## src/rtl/fpr_pkg.sv

```systemverilog
package fpr_pkg;

    typedef enum logic [1:0] {
        PH_HEADER  = 2'd0,
        PH_PAYLOAD = 2'd1,
        PH_CRC_LO  = 2'd2,
        PH_CRC_HI  = 2'd3
    } phase_t;

    typedef enum logic [1:0] {
        ST_OK        = 2'd0,
        ST_BAD_START = 2'd1,
        ST_BAD_LEN   = 2'd2,
        ST_BAD_CRC   = 2'd3
    } status_t;

    typedef enum logic {
        KIND_PAYLOAD = 1'b0,
        KIND_STATUS  = 1'b1
    } kind_t;

    typedef enum logic {
        REG_START_BYTE = 1'b0,
        REG_MAX_LEN    = 1'b1
    } reg_index_t;

    localparam int unsigned LenWidth    = 10;
    localparam int unsigned HdrLastByte = 2;

    localparam logic [7:0]          StartByteReset = 8'd170;
    localparam logic [LenWidth-1:0] MaxLenReset    = 10'd415;

    typedef struct packed {
        kind_t               kind;
        logic [7:0]          payload_byte;
        status_t             frame_status;
        logic [LenWidth-1:0] frame_length;
        logic                write_flag;
    } result_t;

    // CRC-16/XMODEM, one byte per call
    function automatic logic [15:0] crc16_byte(input logic [15:0] crc, input logic [7:0] b);
        logic [15:0] t;
        t = {8'd0, crc[15:8] ^ b};
        t = t ^ (t >> 4);
        return (crc << 8) ^ t ^ (t << 5) ^ (t << 12);
    endfunction

endpackage

```

## src/rtl/framed_packet_receiver.sv

```systemverilog
// Framed packet receiver.
// Input stream (s_*): one received serial byte per request in s_tdata.
// Output stream (m_*): zero or one result per input byte. m_tuser = 0 marks a
// payload byte passed through, m_tuser = 1 an end-of-frame status
// (ok, bad start byte, bad length, CRC mismatch) with the decoded length and
// write flag. Frame: start byte, 16-bit little-endian header, payload, CRC-16
// (poly 0x1021, init 0) low byte first, covering everything before it.
// Results are registered in the output register, or the skid entry if stalled.
// Throughput: one byte per cycle while s_tready is high; the byte-wise CRC
// update and phase logic sit between the state and two-entry output registers.
// Stall: when m_tready is low the output register holds its result and a
// skid entry takes one more; s_tready drops only once the skid entry is full.
// Reset (aresetn low, synchronous): phase back to header hunt, CRC and
// counters cleared, output empty, registers to start byte 0xAA and a
// maximum payload length of 415.
// APB: start_byte at 0x0, max_payload_length at 0x4; write only when idle.
module framed_packet_receiver (
    input  logic        aclk,
    input  logic        aresetn,

    input  logic        s_tvalid,
    output logic        s_tready,
    input  logic [7:0]  s_tdata,   // [7:0] rx_byte

    output logic        m_tvalid,
    input  logic        m_tready,
    output logic [23:0] m_tdata,   // [7:0] payload_byte, [9:8] frame_status,
                                   // [19:10] frame_length, [20] write_flag
    output logic        m_tuser,   // [0] result_kind

    input  logic        psel,
    input  logic        penable,
    input  logic        pwrite,
    input  logic [2:0]  paddr,
    input  logic [31:0] pwdata,
    output logic [31:0] prdata,
    output logic        pready
);

    localparam int unsigned LW = fpr_pkg::LenWidth;

    // configuration
    logic [7:0]    start_byte_reg;
    logic [LW-1:0] max_len_reg;

    // deframer state
    fpr_pkg::phase_t phase_reg, phase_next;
    logic [LW-1:0]   cnt_reg, cnt_next;
    logic [15:0]     crc_reg, crc_next;
    logic [7:0]      first_reg, first_next;
    logic [7:0]      hdr_lo_reg, hdr_lo_next;
    logic [LW-1:0]   len_reg, len_next;
    logic            rw_reg, rw_next;
    logic [7:0]      crc_lo_reg, crc_lo_next;

    // output queue
    fpr_pkg::result_t out_reg, out_next, skid_reg, res;
    logic             out_valid_reg, out_valid_next, skid_valid_reg, skid_valid_next;

    logic            s_accept, m_pop, push;
    logic [15:0]     crc_upd;
    logic [LW-1:0]   len_hdr, cnt_inc;
    logic            cfg_wr;
    fpr_pkg::reg_index_t cfg_idx;

    assign pready   = 1'b1;
    assign cfg_wr   = psel & penable & pwrite & pready;
    assign cfg_idx  = fpr_pkg::reg_index_t'(paddr[2]);
    assign prdata   = (cfg_idx == fpr_pkg::REG_MAX_LEN) ? {{(32-LW){1'b0}}, max_len_reg}
                                                        : {24'd0, start_byte_reg};

    always_ff @(posedge aclk) begin
        if (!aresetn) begin
            start_byte_reg <= fpr_pkg::StartByteReset;
            max_len_reg    <= fpr_pkg::MaxLenReset;
        end else if (cfg_wr) begin
            unique case (cfg_idx)
                fpr_pkg::REG_START_BYTE: start_byte_reg <= pwdata[7:0];
                fpr_pkg::REG_MAX_LEN:    max_len_reg    <= pwdata[LW-1:0];
                default: ;
            endcase
        end
    end

    assign s_tready = ~skid_valid_reg;
    assign s_accept = s_tvalid & s_tready;
    assign m_pop    = out_valid_reg & m_tready;

    // header phase restarts the CRC on the first byte
    assign crc_upd  = fpr_pkg::crc16_byte((phase_reg == fpr_pkg::PH_HEADER && cnt_reg == '0)
                                          ? 16'd0 : crc_reg, s_tdata);
    assign len_hdr  = {s_tdata, hdr_lo_reg[7:6]};
    assign cnt_inc  = cnt_reg + 1'b1;

    always_comb begin
        phase_next  = phase_reg;
        cnt_next    = cnt_reg;
        crc_next    = crc_reg;
        first_next  = first_reg;
        hdr_lo_next = hdr_lo_reg;
        len_next    = len_reg;
        rw_next     = rw_reg;
        crc_lo_next = crc_lo_reg;
        push        = 1'b0;
        res.kind         = fpr_pkg::KIND_STATUS;
        res.payload_byte = 8'd0;
        res.frame_status = fpr_pkg::ST_OK;
        res.frame_length = len_reg;
        res.write_flag   = rw_reg;

        if (s_accept) begin
            unique case (phase_reg)
                fpr_pkg::PH_HEADER: begin
                    crc_next = crc_upd;
                    if (cnt_reg == '0) begin
                        first_next = s_tdata;
                    end
                    if (cnt_reg == LW'(1)) begin
                        hdr_lo_next = s_tdata;
                    end
                    if (cnt_reg < LW'(fpr_pkg::HdrLastByte)) begin
                        cnt_next = cnt_inc;
                    end else begin
                        cnt_next         = '0;
                        len_next         = len_hdr;
                        rw_next          = hdr_lo_reg[0];
                        res.frame_length = len_hdr;
                        res.write_flag   = hdr_lo_reg[0];
                        if (first_reg != start_byte_reg) begin
                            push             = 1'b1;
                            res.frame_status = fpr_pkg::ST_BAD_START;
                        end else if (len_hdr == '0 || len_hdr > max_len_reg) begin
                            push             = 1'b1;
                            res.frame_status = fpr_pkg::ST_BAD_LEN;
                        end else begin
                            phase_next = fpr_pkg::PH_PAYLOAD;
                        end
                    end
                end
                fpr_pkg::PH_PAYLOAD: begin
                    crc_next         = crc_upd;
                    cnt_next         = cnt_inc;
                    if (cnt_inc >= len_reg) begin
                        cnt_next   = '0;
                        phase_next = fpr_pkg::PH_CRC_LO;
                    end
                    push             = 1'b1;
                    res.kind         = fpr_pkg::KIND_PAYLOAD;
                    res.payload_byte = s_tdata;
                end
                fpr_pkg::PH_CRC_LO: begin
                    crc_lo_next = s_tdata;
                    phase_next  = fpr_pkg::PH_CRC_HI;
                end
                fpr_pkg::PH_CRC_HI: begin
                    phase_next       = fpr_pkg::PH_HEADER;
                    cnt_next         = '0;
                    push             = 1'b1;
                    res.frame_status = ({s_tdata, crc_lo_reg} == crc_reg) ? fpr_pkg::ST_OK
                                                                          : fpr_pkg::ST_BAD_CRC;
                end
                default: ;
            endcase
        end
    end

    // two-entry output: skid entry fills only while the head result is stalled
    always_comb begin
        out_next        = out_reg;
        out_valid_next  = out_valid_reg;
        skid_valid_next = skid_valid_reg;
        if (m_pop || !out_valid_reg) begin
            if (skid_valid_reg) begin
                out_next        = skid_reg;
                out_valid_next  = 1'b1;
                skid_valid_next = 1'b0;
            end else begin
                out_next       = res;
                out_valid_next = push;
            end
        end else if (push) begin
            skid_valid_next = 1'b1;
        end
    end

    always_ff @(posedge aclk) begin
        if (!aresetn) begin
            phase_reg      <= fpr_pkg::PH_HEADER;
            cnt_reg        <= '0;
            crc_reg        <= '0;
            first_reg      <= '0;
            hdr_lo_reg     <= '0;
            len_reg        <= '0;
            rw_reg         <= 1'b0;
            crc_lo_reg     <= '0;
            out_valid_reg  <= 1'b0;
            skid_valid_reg <= 1'b0;
        end else begin
            phase_reg      <= phase_next;
            cnt_reg        <= cnt_next;
            crc_reg        <= crc_next;
            first_reg      <= first_next;
            hdr_lo_reg     <= hdr_lo_next;
            len_reg        <= len_next;
            rw_reg         <= rw_next;
            crc_lo_reg     <= crc_lo_next;
            out_valid_reg  <= out_valid_next;
            skid_valid_reg <= skid_valid_next;
        end
    end

    always_ff @(posedge aclk) begin
        out_reg <= out_next;
        if (push && out_valid_reg && !m_pop) begin
            skid_reg <= res;
        end
    end

    assign m_tvalid = out_valid_reg;
    assign m_tuser  = out_reg.kind;
    assign m_tdata  = {3'd0, out_reg.write_flag, out_reg.frame_length,
                       out_reg.frame_status, out_reg.payload_byte};

    a_skid_needs_head: assert property (@(posedge aclk) disable iff (!aresetn)
        skid_valid_reg |-> out_valid_reg)
        else $error("skid entry valid with empty head");

    a_hdr_count: assert property (@(posedge aclk) disable iff (!aresetn)
        (phase_reg == fpr_pkg::PH_HEADER) |-> (cnt_reg <= LW'(fpr_pkg::HdrLastByte)))
        else $error("header byte count out of range");

    a_payload_count: assert property (@(posedge aclk) disable iff (!aresetn)
        (phase_reg == fpr_pkg::PH_PAYLOAD) |-> (len_reg != '0 && cnt_reg < len_reg))
        else $error("payload count beyond frame length");

    a_payload_status: assert property (@(posedge aclk) disable iff (!aresetn)
        (m_tvalid && m_tuser == fpr_pkg::KIND_PAYLOAD) |-> (m_tdata[9:8] == fpr_pkg::ST_OK))
        else $error("payload result carries a status");

    a_stall_holds: assert property (@(posedge aclk) disable iff (!aresetn)
        (out_valid_reg && !m_tready) |=> (out_valid_reg && $stable(out_reg)))
        else $error("stalled head result changed");

endmodule
```

## config.mk

```make
export PLATFORM = sky130hd
export DESIGN_NAME = framed_packet_receiver
export DESIGN_NICKNAME = d
export VERILOG_FILES = /design/src/rtl/fpr_pkg.sv /design/src/rtl/framed_packet_receiver.sv
export SDC_FILE = /design/constraint.sdc
export NUM_CORES = 1
export LEC_CHECK = 0
export BUFFER_PORTS_ARGS = -buffer_cell sky130_fd_sc_hd__buf_2
export CORE_MARGIN = 4
export CORE_UTILIZATION = 55
export DETAILED_ROUTE_END_ITERATION = 16
export GPL_TIMING_DRIVEN = 0
export PLACE_DENSITY = 0.88
export SETUP_SLACK_MARGIN = 0.5
export SYNTH_ARGS = -nofsm -noshare
export SYNTH_HDL_FRONTEND = slang
export SYNTH_SLANG_ARGS = --single-unit
```

## constraint.sdc

```tcl
create_clock -name aclk -period 5.95 [get_ports aclk]
set_input_delay 0.8925 -clock aclk [delete_from_list [all_inputs] [get_ports aclk]]
set_output_delay 0.8925 -clock aclk [all_outputs]
set_load 0.02 [all_outputs]
```

==> metrics.csv <==
metric,value,unit
core_area,11600,um2
slew_violations,0,
setup_slack,2580,ps
firstDrtPassIters,5,
via_per_inst,5.51,
clock_path_buffers,2,
drt_iter0_drc,470,
pin_count,110,
maxCapViolCount,0,
cp.required,6280,ps
tns,0,ps
fillers,880,
drc_errors,0,
row_count,39,
status,completed,
io_buffers,58,
nNetsFinal,867,
setup_violations,0,
crit_path_max_fanout,10,
grt_max_degree,23,
max_freq,0.296,GHz
async_flop_share,0,
die_area,13700,um2
gp_congestion,0.899,
cts_tree,done,
grt.total_usage,0.237,
synth_seq_cells,122,
ant_nets,0,
power.density,295,nW/um2
synthToLayoutAreaGrowth,17.7,%
min_path_type,reg -> reg,
post_cts_resized,0,
yosysSeqAreaShare,0.439,
worstSkewPairLatency,410,ps
period_share,0.567,
grt_pass1_vias,5168,
layout-drive-gt1-share,0.192,
whs,476,ps
num_antenna_cells,0,
cts_setup_buffers,0,
ir_drop,0.000239,V
synth-simple-area-share,0.172,
cp.arrival,3710,ps
rrSetupSlack,2580,ps
root_buffer,clkbuf_16,
register_area,2880,um2
routedWlPerCell,16.5,um
htree_levels,4,
critPathCaptureType,flip-flop,
die_y,117,um
yosysWarnings,0,
yosys.area_share.adder,0.0515,
die_w,117,um
worstMarginPinSlew,920,ps
pre_cts_slack,2470,ps
start_util,0.568,
vias,5216,
synth_edf_count,44,
synth-xor-area-share,0.0907,
hold_buffers,0,
grt_pass1_wl,25300,um
synth_flop_cell,dfxtp_1,
max_slew_margin,0.387,
synth_top_family_by_area,simple AND/OR/NAND/NOR gates,
fin_crit,3370,ps
wl,15600,um
rsz0062_at_grt,false,
clk_pin_slew,60,ps
synthMuxAreaShare,0.0433,
syn_area_per_cell,9.53,um2
worstSetupPathType,reg -> reg,
overflow,0,
cts.sinks,122,
hold_viol_final,0,
leakage,0.00336,uW
numCtsBuffers,17,
cp-start-kind,flip-flop,
synth_cell_types,58,
syn-cell-area,6560,um2
synth_compound_area_frac,0.129,
dp_hpwl,10900,um
largest_reg_flops,22,
multiInputGateArea,3290,um2
skew,10.4,ps
antenna_found_initial,0,
synthCells,689,
-- synth_stat cells (7+ instances only) --
cell | number | share of area
nand2_1 | 99 | 0.057
dfxtp_1 | 78 | 0.24
xnor2_1 | 49 | 0.065
edfxtp_1 | 44 | 0.20
clkbuf_1 | 34 | 0.019
nand3_1 | 33 | 0.025
inv_1 | 29 | 0.017
buf_4 | 27 | 0.031
ha_1 | 27 | 0.051
o21ai_0 | 27 | 0.021
a21boi_0 | 25 | 0.029
nor2_1 | 23 | 0.013
and2_1 | 19 | 0.018
mux2_2 | 19 | 0.033
xor2_1 | 19 | 0.025
a21o_1 | 12 | 0.014
nand4_1 | 12 | 0.011
and3_1 | 11 | 0.010
a21boi_1 | 10 | 0.011
o21ai_1 | 10 | 0.0076
a21oi_1 | 8 | 0.0061
o211ai_1 | 7 | 0.0080
-- final cells by class --
class,instances,share of cell area
Clock inverter,13,0.0217
Clock buffer,19,0.0561
Sequential cell,122,0.373
Multi-Input combinational cell,494,0.426
Buffer,68,0.0486
Timing Repair Buffer,58,0.0376
Inverter,29,0.0141
Tap cell,143,0.0232
-- path summary, 6_finish.rpt --
path | from | to | cells after the start
setup / recovery | cnt_reg[2] | cnt_reg[8] | 12
setup reg to reg | cnt_reg[2] | cnt_reg[8] | 12
hold / removal | max_len_reg[9] | max_len_reg[9] | 2
hold reg to reg | max_len_reg[9] | max_len_reg[9] | 2
-- power breakdown --
part / switching, uW / internal (uW)
registers: 23.9 / 893
logic: 183 / 125
clock network: 391 / 662
total: 598 / 1680
-- placed cells by master, fill, tap and decap left out, types with 3 or more instances in the layout --
cell type,synthesis,final
conb_1,2,26
inv_6,0,3
nand4_1,12,12
o21ai_1,10,10
o21ai_0,27,27
and3_1,11,11
nor2_1,23,23
inv_1,29,29
xnor2_1,49,49
nand3_1,33,33
mux2i_1,4,4
xor2_1,19,19
bufinv_16,0,3
o211ai_1,7,7
dfxtp_1,78,78
ha_1,27,27
o211a_1,6,6
nor2b_1,6,6
a21o_1,12,12
nand2_1,99,99
clkbuf_1,34,36
nand2b_1,4,4
a21boi_1,10,10
edfxtp_1,44,44
a211oi_1,5,5
a21oi_1,8,8
buf_4,27,27
buf_2,3,61
clkinv_4,0,3
and2_1,19,19
clkbuf_16,0,17
a21boi_0,25,25
mux2_2,19,19
-- per-stage QoR --
| step | total power (uW) | util | cell area, um2 | std cells |
|---|---|---|---|---|
| floorplan | 1160 | - | 6650 | 713 |
| global placement | 1220 | 0.616 | 7120 | 914 |
| detailed placement | 1230 | 0.616 | 7120 | 914 |
| CTS | 2280 | 0.668 | 7720 | 946 |
| global route | 2360 | 0.668 | 7720 | 946 |
| finish | 2280 | 0.668 | 7720 | 946 |
-- layer usage --
metal,share of wire,vias to the layer above,GRT usage
met3,0.091,28,0.0735
met1,0.43,2430,0.307
met4,0.020,0,0.0818
met5,0,-,0
li1,-,2522,-
met2,0.46,236,0.377
-- kinds of logic after synthesis --
family,count (synthesis)
muxes,25
and+or+nand+nor,225
buffers and inverters,97
DFF,122
AOI/OAI and AO/OA,123
adders and majority gates,27
xor gates and xnor gates,68
other,2
-- worst max-delay path, stage by stage, from the launching register on --
cell and delay (ps):
dfxtp_1 320, buf_2 200, and4_1 250, nand4_1 180
xnor2_1 310, ha_1 310, a211oi_1 270, nor2_1 70
or4b_1 560, o2bb2ai_1 240, buf_2 270, nand3_1 130
a21boi_1 190
(Power assumes the default switching activity.)
